--- src/rtl/pts_pkg.sv ---
// Shared codes and types for the priority thread scheduler.
package pts_pkg;

   // operation codes
   localparam logic [2:0] OP_ADD   = 3'd0;
   localparam logic [2:0] OP_START = 3'd1;
   localparam logic [2:0] OP_TICK  = 3'd2;
   localparam logic [2:0] OP_SLEEP = 3'd3;
   localparam logic [2:0] OP_SCHED = 3'd4;

   // response status codes
   localparam logic [1:0] STATUS_OK    = 2'd0;
   localparam logic [1:0] STATUS_FULL  = 2'd1;
   localparam logic [1:0] STATUS_EMPTY = 2'd2;
   localparam logic [1:0] STATUS_IDLE  = 2'd3;

   // slot states
   localparam logic [1:0] SLOT_READY    = 2'd0;
   localparam logic [1:0] SLOT_RUNNING  = 2'd1;
   localparam logic [1:0] SLOT_SLEEPING = 2'd2;

   // per-cell command, decoded by the top level
   typedef struct packed {
      logic        active;   // slot index below the fill count
      logic        late;     // slot index at or below the current slot
      logic        tick;
      logic        wr;       // add: load priority, mark ready
      logic        run;      // become running
      logic        unrun;    // running -> ready
      logic        sleep;    // load sleep count, mark sleeping
      logic [7:0]  prio;
      logic [31:0] ticks;
   } slot_cmd_type;

   // best-so-far candidate passed down the chain
   typedef struct packed {
      logic       found;
      logic       late;
      logic [7:0] prio;
   } scan_cand_type;

endpackage

--- src/rtl/priority_thread_scheduler_top.sv ---
// Top level of the priority thread scheduler: command decode, slot chain, response.
//
// Usage:
//  - Command channel: drive req_operation, req_priority_req and req_sleep_ticks
//    with start high; the beat is taken on a rising edge where busy is low.
//  - Response channel: one response beat per command. rsp_valid is high for
//    exactly one cycle with rsp_status, rsp_assigned_slot, rsp_running_slot,
//    rsp_running_valid and rsp_switched; the receiver cannot stall it.
//  - Sequencing: an accepted beat is latched and the block enters the work state;
//    add, start, tick and sleep commit at once, schedule once the chain settles.
//    busy falls together with the response strobe, so a new command may be
//    accepted in the response cycle, but not while a command is in flight.
//  - The schedule time is set by the slot chain: the best candidate moves one
//    cell per cycle from slot 0 to the last slot, and the result is read at
//    the chain tail once every stage has settled.
//  - Reset (synchronous, active high) empties the slot table and clears the
//    current slot; slot contents are not cleared and are rewritten by add.
module priority_thread_scheduler_top #(
   parameter int unsigned MAX_SLOTS = 8
) (
   input  logic        clock,
   input  logic        reset,
   input  logic        start,
   output logic        busy,
   input  logic [2:0]  req_operation,
   input  logic [7:0]  req_priority_req,
   input  logic [31:0] req_sleep_ticks,
   output logic        rsp_valid,
   output logic [1:0]  rsp_status,
   output logic [2:0]  rsp_assigned_slot,
   output logic [2:0]  rsp_running_slot,
   output logic        rsp_running_valid,
   output logic        rsp_switched
);
   import pts_pkg::*;

   localparam int unsigned IDX_W = (MAX_SLOTS > 1) ? $clog2(MAX_SLOTS) : 1;
   localparam int unsigned CNT_W = $clog2(MAX_SLOTS + 1);

   localparam logic S_IDLE = 1'b0;
   localparam logic S_WORK = 1'b1;

   // control
   logic             fsm_ff, fsm_in;
   logic [CNT_W-1:0] wait_ff, wait_in;
   logic [CNT_W-1:0] slot_count_ff, slot_count_in;
   logic [IDX_W-1:0] cur_slot_ff, cur_slot_in;
   logic             cur_valid_ff, cur_valid_in;

   // latched command beat
   logic [2:0]  op_ff;
   logic [7:0]  prio_ff;
   logic [31:0] ticks_ff;

   // response registers
   logic       rsp_valid_ff;
   logic [1:0] rsp_status_ff;
   logic [2:0] rsp_assigned_ff;
   logic [2:0] rsp_running_ff;
   logic       rsp_running_valid_ff;
   logic       rsp_switched_ff;

   logic accept, commit;

   // decoded slot actions
   logic             wr_en, run_en, unrun_en, sleep_en, tick_en;
   logic [IDX_W-1:0] run_idx;
   logic [1:0]       status_w;
   logic             switched_w;

   // slot chain
   scan_cand_type    cand_w [MAX_SLOTS+1];
   logic [IDX_W-1:0] cidx_w [MAX_SLOTS+1];
   slot_cmd_type     cmd_w  [MAX_SLOTS];

   assign busy   = fsm_ff;
   assign accept = start && !busy;
   assign commit = (fsm_ff == S_WORK) && (wait_ff == '0);

   // sequencing: schedule waits for the chain to settle, other ops commit at once
   always_comb begin
      fsm_in  = fsm_ff;
      wait_in = wait_ff;
      unique case (fsm_ff)
         S_IDLE: begin
            if (accept) begin
               fsm_in  = S_WORK;
               wait_in = (req_operation == OP_SCHED) ? CNT_W'(MAX_SLOTS) : '0;
            end
         end
         S_WORK: begin
            if (wait_ff == '0) fsm_in = S_IDLE;
            else wait_in = wait_ff - CNT_W'(1);
         end
         default: fsm_in = S_IDLE;
      endcase
   end

   // operation decode at commit
   always_comb begin
      wr_en         = 1'b0;
      run_en        = 1'b0;
      unrun_en      = 1'b0;
      sleep_en      = 1'b0;
      tick_en       = 1'b0;
      run_idx       = '0;
      status_w      = STATUS_OK;
      switched_w    = 1'b0;
      slot_count_in = slot_count_ff;
      cur_slot_in   = cur_slot_ff;
      cur_valid_in  = cur_valid_ff;
      if (commit) begin
         unique case (op_ff)
            OP_ADD: begin
               if (slot_count_ff == CNT_W'(MAX_SLOTS)) begin
                  status_w = STATUS_FULL;
               end else begin
                  wr_en         = 1'b1;
                  slot_count_in = slot_count_ff + CNT_W'(1);
               end
            end
            OP_START: begin
               if (slot_count_ff == '0) begin
                  status_w = STATUS_EMPTY;
               end else begin
                  run_en       = 1'b1;
                  run_idx      = '0;
                  unrun_en     = cur_valid_ff && (cur_slot_ff != '0);
                  cur_slot_in  = '0;
                  cur_valid_in = 1'b1;
               end
            end
            OP_TICK: tick_en = 1'b1;
            OP_SLEEP: begin
               if (!cur_valid_ff) status_w = STATUS_IDLE;
               else sleep_en = 1'b1;
            end
            OP_SCHED: begin
               if (slot_count_ff == '0) begin
                  status_w = STATUS_EMPTY;
               end else if (cand_w[MAX_SLOTS].found) begin
                  run_en       = 1'b1;
                  run_idx      = cidx_w[MAX_SLOTS];
                  unrun_en     = cur_valid_ff && (cur_slot_ff != cidx_w[MAX_SLOTS]);
                  switched_w   = !cur_valid_ff || (cur_slot_ff != cidx_w[MAX_SLOTS]);
                  cur_slot_in  = cidx_w[MAX_SLOTS];
                  cur_valid_in = 1'b1;
               end
            end
            default: ;
         endcase
      end
   end

   // chain head: nothing found yet
   assign cand_w[0] = '0;
   assign cidx_w[0] = '0;

   for (genvar k = 0; k < MAX_SLOTS; k++) begin : g_slot
      always_comb begin
         cmd_w[k].active = CNT_W'(k) < slot_count_ff;
         cmd_w[k].late   = IDX_W'(k) <= cur_slot_ff;
         cmd_w[k].tick   = tick_en;
         cmd_w[k].wr     = wr_en && (slot_count_ff[IDX_W-1:0] == IDX_W'(k));
         cmd_w[k].run    = run_en && (run_idx == IDX_W'(k));
         cmd_w[k].unrun  = unrun_en && (cur_slot_ff == IDX_W'(k));
         cmd_w[k].sleep  = sleep_en && (cur_slot_ff == IDX_W'(k));
         cmd_w[k].prio   = prio_ff;
         cmd_w[k].ticks  = ticks_ff;
      end

      pts_cell #(
         .IDX_W    (IDX_W),
         .CELL_IDX (k)
      ) u_cell (
         .clock      (clock),
         .reset      (reset),
         .cmd        (cmd_w[k]),
         .cand_i     (cand_w[k]),
         .cand_idx_i (cidx_w[k]),
         .cand_o     (cand_w[k+1]),
         .cand_idx_o (cidx_w[k+1])
      );
   end

   always_ff @(posedge clock) begin
      if (accept) begin
         op_ff    <= req_operation;
         prio_ff  <= req_priority_req;
         ticks_ff <= req_sleep_ticks;
      end
      if (commit) begin
         rsp_status_ff        <= status_w;
         rsp_assigned_ff      <= (wr_en) ? 3'(slot_count_ff) : 3'd0;
         rsp_running_ff       <= 3'(cur_slot_in);
         rsp_running_valid_ff <= cur_valid_in;
         rsp_switched_ff      <= switched_w;
      end
      if (reset) begin
         fsm_ff        <= S_IDLE;
         wait_ff       <= '0;
         slot_count_ff <= '0;
         cur_slot_ff   <= '0;
         cur_valid_ff  <= 1'b0;
         rsp_valid_ff  <= 1'b0;
      end else begin
         fsm_ff        <= fsm_in;
         wait_ff       <= wait_in;
         slot_count_ff <= slot_count_in;
         cur_slot_ff   <= cur_slot_in;
         cur_valid_ff  <= cur_valid_in;
         rsp_valid_ff  <= commit;
      end
   end

   assign rsp_valid         = rsp_valid_ff;
   assign rsp_status        = rsp_status_ff;
   assign rsp_assigned_slot = rsp_assigned_ff;
   assign rsp_running_slot  = rsp_running_ff;
   assign rsp_running_valid = rsp_running_valid_ff;
   assign rsp_switched      = rsp_switched_ff;

   // a response beat only follows a command in flight
   a_rsp_after_work: assert property (@(posedge clock) disable iff (reset)
      rsp_valid |-> $past(fsm_ff == S_WORK))
      else $error("response beat without a command in flight");

   // the current slot always lies inside the filled table
   a_cur_in_table: assert property (@(posedge clock) disable iff (reset)
      cur_valid_ff |-> (CNT_W'(cur_slot_ff) < slot_count_ff))
      else $error("current slot outside the filled table");

   // an accepted command holds the block busy on the next cycle
   a_accept_busy: assert property (@(posedge clock) disable iff (reset)
      accept |=> busy)
      else $error("accepted command did not raise busy");

   // a schedule commits only after the block has already been in the work state
   a_sched_settled: assert property (@(posedge clock) disable iff (reset)
      (commit && op_ff == OP_SCHED) |-> $past(fsm_ff == S_WORK))
      else $error("schedule committed before the chain settled");

endmodule

--- src/rtl/pts_cell.sv ---
// One scheduler slot: state, priority, sleep counter and one scan stage.
module pts_cell #(
   parameter int unsigned IDX_W    = 3,
   parameter int unsigned CELL_IDX = 0
) (
   input  logic                  clock,
   input  logic                  reset,
   input  pts_pkg::slot_cmd_type cmd,
   input  pts_pkg::scan_cand_type cand_i,
   input  logic [IDX_W-1:0]      cand_idx_i,
   output pts_pkg::scan_cand_type cand_o,
   output logic [IDX_W-1:0]      cand_idx_o
);
   import pts_pkg::*;

   logic [1:0]    state_ff, state_in;
   logic [7:0]    prio_ff, prio_in;
   logic [31:0]   count_ff, count_in;
   scan_cand_type cand_ff, cand_in;
   logic [IDX_W-1:0] cidx_ff, cidx_in;
   logic          win;

   always_comb begin
      state_in = state_ff;
      prio_in  = prio_ff;
      count_in = count_ff;
      priority if (cmd.wr) begin
         state_in = SLOT_READY;
         prio_in  = cmd.prio;
         count_in = '0;
      end else if (cmd.run) begin
         state_in = SLOT_RUNNING;
      end else if (cmd.unrun) begin
         if (state_ff == SLOT_RUNNING) state_in = SLOT_READY;
      end else if (cmd.sleep) begin
         state_in = SLOT_SLEEPING;
         count_in = cmd.ticks;
      end else if (cmd.tick && cmd.active && state_ff == SLOT_SLEEPING
                   && count_ff != '0) begin
         count_in = count_ff - 32'd1;
         if (count_ff == 32'd1) state_in = SLOT_READY;
      end
   end

   // lower priority wins; on a tie a slot past the current one beats a wrapped one
   always_comb begin
      win = cmd.active && (state_ff == SLOT_READY) &&
            (!cand_i.found || (prio_ff < cand_i.prio) ||
             ((prio_ff == cand_i.prio) && !cmd.late && cand_i.late));
      if (win) begin
         cand_in.found = 1'b1;
         cand_in.late  = cmd.late;
         cand_in.prio  = prio_ff;
         cidx_in       = IDX_W'(CELL_IDX);
      end else begin
         cand_in = cand_i;
         cidx_in = cand_idx_i;
      end
   end

   always_ff @(posedge clock) begin
      state_ff <= state_in;
      prio_ff  <= prio_in;
      count_ff <= count_in;
      cidx_ff  <= cidx_in;
      if (reset) begin
         cand_ff <= '0;
      end else begin
         cand_ff <= cand_in;
      end
   end

   assign cand_o     = cand_ff;
   assign cand_idx_o = cidx_ff;

endmodule
--- config.mk ---
export PLATFORM = sky130hd
export DESIGN_NAME = priority_thread_scheduler_top
export DESIGN_NICKNAME = d
export VERILOG_FILES = /design/src/rtl/pts_pkg.sv /design/src/rtl/priority_thread_scheduler_top.sv /design/src/rtl/pts_cell.sv
export SDC_FILE = /design/constraint.sdc
export NUM_CORES = 1
export LEC_CHECK = 0
export BUFFER_PORTS_ARGS = -buffer_cell sky130_fd_sc_hd__buf_2
export CORE_AREA = 4 4 208 210
export DETAILED_ROUTE_END_ITERATION = 6
export DIE_AREA = 0 0 212 214
export PLACE_DENSITY = 0.77
export SLEW_MARGIN = 5
export SYNTH_ARGS = -nofsm -noshare
export SYNTH_HDL_FRONTEND = slang
export SYNTH_SLANG_ARGS = --single-unit
export TNS_END_PERCENT = 20
--- constraint.sdc ---
create_clock -name clock -period 3.94 [get_ports clock]
set_input_delay 0.788 -clock clock [delete_from_list [all_inputs] [get_ports clock]]
set_output_delay 0.788 -clock clock [all_outputs]
set_load 0.005 [all_outputs]
# Yosys cells after proc, flatten, opt, wreduce, memory -nomap -nowiden
# Index checks and enable logic that the tools add are counted.
# op_classes
addsub	10
magnitude_cmp	23
n_eq_ne	77
mux	116
bitwise	21
reduce_logical	220
# ops
operator	n
$mux 32	16
$eq 32x1->1 const B	8
$reduce_bool 32->1	8
$sub 32x1->32 const B	8
$logic_and 1x1->1	89
$mux 2	42
$mux 10	8
$reduce_and 3->1	25
$reduce_bool 4->1	16
$eq 8x8->1	7
$lt 8x8->1	7
$reduce_bool 3->1	17
$eq 3x3->1 const B	14
$mux 1	32
$eq 3x2->1 const B	8
$mux 3	8
$ne 3x1->1 const B	8
$not 1->1	21
$reduce_or 2->1	10
$eq 2x1->1 const B	8
$eq 2x2->1 const B	8
$logic_not 1->1	16
$logic_not 2->1	8
$lt 3x4->1 const A	4
other kinds (23)	71
# totals
regBits	491
in_bits	46

# Logic depth before layout (Yosys ltp)
# depth
ltp_word	10
ltp_mapped	12
ltp_nobuf	9

# Modules after synthesis
# From an unflattened synthesis, not the netlist that was laid out.
# hier_totals
hier_cells	3484
area_unflattened_um2	28368.5
# by_module_without_submodules
mod	instances	cells_per_inst	area_per_inst_um2	seq_area_each_um2
pts_cell (g_slot[1].u_cell ...)	5	411	3173.0	1181.1
pts_cell (g_slot[6].u_cell ...)	2	391	3193.1	1181.1
pts_cell (g_slot[0].u_cell)	1	412	3189.3	1181.1
priority_thread_scheduler_top	1	235	2927.8	1871.8

# Least setup slack after synthesis
# No wires, ideal clock.
# synth_timing
path_type	reg2reg
from	register slot_count_ff[1]
to	register g_slot[3].u_cell.prio_ff[0] (enable)
setup_time_ns	0.376
arrival_time_ns	2.228
t_required_ns	3.564
path_slack_ns	1.336
path_stages_with_launch	8
n_path_buf	1
synth_period_minus_slack_ns	2.604
path_cell_list	dfxtp_1 -> inv_1 -> ha_1 -> and3b_1 -> nor4_1 -> nand2_1 -> inv_1 -> clkbuf_1
# synth_lines
element	line	rtl
from (decl)	priority_thread_scheduler_top.sv:46	logic [CNT_W-1:0] slot_count_ff, slot_count_in;
from (signal assigned)	priority_thread_scheduler_top.sv:209	slot_count_ff <= slot_count_in;
to (signal assigned)	pts_cell.sv:63	prio_ff <= prio_in;
to (decl)	pts_cell.sv:17	logic [7:0] prio_ff, prio_in;

# Final worst setup path
# layout_timing
from	register op_ff[0]
to	register g_slot[5].u_cell.count_ff[6]
# layout_via
elab_chain_len	8
elab_cells_between_ends	30
# layout_lines
element	line	rtl
from (decl)	priority_thread_scheduler_top.sv:51	logic [2:0] op_ff;
from (signal assigned)	priority_thread_scheduler_top.sv:188	op_ff <= req_operation;
$eq 3x2->1	priority_thread_scheduler_top.sv:113	unique case (op_ff)
$mux 1	priority_thread_scheduler_top.sv:113	
$mux 1	priority_thread_scheduler_top.sv:112	if (commit) begin
$logic_and 1x1->1 (2 in series)	pts_cell.sv:38	end else if (cmd.tick && cmd.active && state_ff == SLOT_SLEEPING
$logic_and 1x1->1	pts_cell.sv:39	&& count_ff != '0) begin
$reduce_bool 2->1 (no source line)	--	
$reduce_and 3->1 (no source line)	--	
to (signal assigned)	pts_cell.sv:64	count_ff <= count_in;
to (decl)	pts_cell.sv:18	logic [31:0] count_ff, count_in;
# Parallel ways exist; a longest one is shown, timed or not.
# A chain may end at the register's enable or synchronous reset.

==> metrics.cfg <==
[run_status]
status = finished, final reports clean

[cells_and_area]
drive_above_1_share = 0.0952
area_delta_synth_final_pct = 10.4
final_util = 0.651
nets = 2878

[timing]
tightest_slew_ps = 1080
fmax_mhz = 277
setup_viol = 0
maxSlewViolCount = 0
hold_viol_final = 0
rsz0062_at_grt = false
fin_crit_sh = 0.917
fin_setup_tns_ps = 0
max_slew_margin = 0.276
min_period_ps = 3610
fin_worst_skew_ps = 22.6

[synthesis]
synth-async-reset-ratio = 0
synth_edf_count = 117
synth_top_area_cell = dfxtp_1
synth_flop_cell = dfxtp_1
ys_ff_latch = 491
synth_area_um2 = 24500
synth_area_leaders = dfxtp_1 (31%), edfxtp_1 (14%), a21oi_1 (5.1%)
syn_avg_cell_area_um2 = 9.02
yosys.cell_types.count = 86
syn_nets = 2844
syn_inst = 2719
synth_top_area_frac = 0.305
seq_area_frac_synth = 0.449
yosys_warnings = 0

[cts]
post-cts-setup-buffers = 0
clock-sinks = 491
cts_tree = yes
clockBufferDepth = 3
insertion_delay_ps = 600
ctsResizeCount = 0
root_buffer = clkbuf_16
clkTransAtPathRegs_ps = 60
cts_made_buffers = 50
htree_levels = 2
hold_buffers = 0

[hold_path]
hold_path.class = in -> reg

[setup_path]
slowest_delay_ps = 990
cp_num_buf_inv = 0
cp_common_cell = nor4_1
critPathTopFamily = simple AND/OR/NAND/NOR gates
worst-setup-path-type = reg -> reg
cp-start-kind = flop
cp.arrival_ps = 4070
cp_cell_sequence = or3b_1, nor4_1, nand2_1, nor4_1, xnor2_1, a21oi_1
crit_required_ps = 4400
worstSetupEndpointType = flop
cp_max_fo = 13
slowest_stage = nor4_1

[global_routing]
grt_pass1_wl_um = 113000
grt_pass1_vias = 20600
antenna_found_initial = 5
grt_overflow_total = 0
grt_max_degree = 49
track_usage = 0.312

[die]
die_area_um2 = 45400
core_um2 = 41600
initial_core_util = 0.590
die_w_um = 212
ios = 58
row_count = 75
die_y_um = 214

[route]
topRoutingLayerUsed = met5
met2RoutedLength_um = 32700
drc = 0
first_pass_iters = 6
wl_met3_um = 7790
met1_length_um = 29000
vias = 21800
routedWlPerCell_um = 22.0
wl_um = 73400
ant_nets = 0
vias_per_cell = 6.51
drt_iter0_drc = 2615

[place]
port-buffer-count = 57
globalplace.congestion = 0.965
dp_hpwl_um = 49600

[pwr]
power.density_nw_per_um2 = 388
irDropWorstVdd_mv = 0.395
leakagePower_nw = 10.2

[run]
max_cap_viol_count = 0

[layout make-up]
type / instances / area, um2
fillers: 3359 / 14500
multi-input cells: 1995 / 12600
flip-flops and latches: 491 / 11000
clock buffers: 68 / 1400
repair buffers: 113 / 706
well taps: 539 / 674
inverters: 102 / 383
clock inverters: 26 / 256
diodes: 6 / 15.0
[cells in the final DEF (no fill, tap or decap), types with 8 or more instances in the layout]
master,instances
mux2i_1,61
nand3b_1,17
a211oi_1,33
nor2b_1,25
nor2_1,213
o211ai_1,20
clkinv_2,12
or2_2,25
nand4_1,50
clkbuf_1,10
xnor2_1,104
clkbuf_8,8
and2_1,21
dfxtp_1,374
inv_1,98
or3_1,33
edfxtp_1,117
nand3_1,83
o21ai_0,236
ha_1,79
nor3b_1,12
nand2b_1,41
or4_1,27
nand4b_1,21
clkbuf_16,50
o21a_1,8
a21oi_1,248
nor4_2,9
nand2_1,153
buf_4,56
buf_2,57
a31o_2,11
xor2_1,91
a31oi_1,19
nor3_1,115
o31ai_1,11
and3_1,11
nor4_1,93
[worst paths after layout]
check	start	endpoint	slack (ps)	depth (start not counted)
min	req_priority_req[2]	prio_ff[2]	370	1
min reg2reg	g_slot[5].u_cell.cand_idx_o[1]	g_slot[6].u_cell.cand_idx_o[1]	410	1
max reg2reg	op_ff[0]	g_slot[5].u_cell.count_ff[6]	330	6
max	op_ff[0]	g_slot[5].u_cell.count_ff[6]	330	6
[power breakdown]
group	internal, mW	switching (mW)	leakage, nW
Sequential	5.22	0.182	4.10
Clock	2.76	2.03	0.822
Combinational	0.109	0.198	5.25
Total	8.09	2.41	10.2
[sequential cells by signal, summed over array words and instances (netlist names)]
| name | count |
|---|---|
| g_slot.u_cell.count_ff | 256 |
| g_slot.u_cell.cand_o | 71 |
| g_slot.u_cell.prio_ff | 64 |
| ticks_ff | 32 |
| g_slot.u_cell.cand_idx_o | 17 |
| g_slot.u_cell.state_ff | 16 |
| prio_ff | 8 |
| slot_count_ff | 4 |
| wait_ff | 4 |
| cur_slot_ff | 3 |
| op_ff | 3 |
| rsp_assigned_slot | 3 |
| rsp_running_slot | 3 |
| rsp_status | 2 |
| busy | 1 |
| cur_valid_ff | 1 |
| rsp_running_valid | 1 |
| rsp_switched | 1 |
| rsp_valid | 1 |
[cell usage after synthesis, types with 12 or more instances]
cell and instances:
a211oi_1 33, a21oi_1 248, a31oi_1 19, and2_1 21
buf_1 13, buf_2 12, clkbuf_1 102, dfxtp_1 374
edfxtp_1 117, ha_1 79, inv_1 99, mux2i_1 61
nand2_1 153, nand2b_1 41, nand3_1 83, nand3b_1 17
nand4_1 50, nand4b_1 21, nor2_1 213, nor2b_1 25
nor3_1 116, nor3b_1 12, nor4_1 95, o211ai_1 20
o21ai_0 239, or2_2 25, or3_1 33, or4_1 27
xnor2_1 104, xor2_1 91
[layer usage]
| metal | vias up | track usage |
|---|---|---|
| li1 | 10000 | - |
| met1 | 10300 | 0.422 |
| met2 | 1155 | 0.481 |
| met3 | 256 | 0.0577 |
| met4 | 2 | 0.150 |
| met5 | - | 0 |
[per-stage QoR]
step | hold WS [ps] | total power, mW | cell area (um2) | setup slack, ps | instances
3_3_place_gp | 404 | 5.78 | 25400 | 668 | 3240
2_1_floorplan | 386 | 5.57 | 24500 | 1340 | 2719
5_1_grt | 351 | 10.8 | 27100 | 342 | 3335
6_report | 372 | 10.5 | 27100 | 329 | 3340
3_5_place_dp | 402 | 5.79 | 25400 | 573 | 3240
4_1_cts | 338 | 10.5 | 27000 | 547 | 3334
[cells by family after synthesis]
group | after synthesis | synth area share
muxes | 61 | 0.0249
AOI/OAI and AO/OA | 673 | 0.162
adders and majority gates | 79 | 0.0403
DFF | 491 | 0.449
and+or+nand+nor | 987 | 0.218
xor gates and xnor gates | 195 | 0.0696
buffers and inverters | 233 | 0.0370
[worst register-to-register path, stage by stage (launching register included)]
cell      delay, ps
edfxtp_1        560
or3b_1          740
nor4_1          990
nand2_1         490
nor4_1          450
xnor2_1         160
a21oi_1          80
Note: power is estimated with default switching activity, not from simulation.
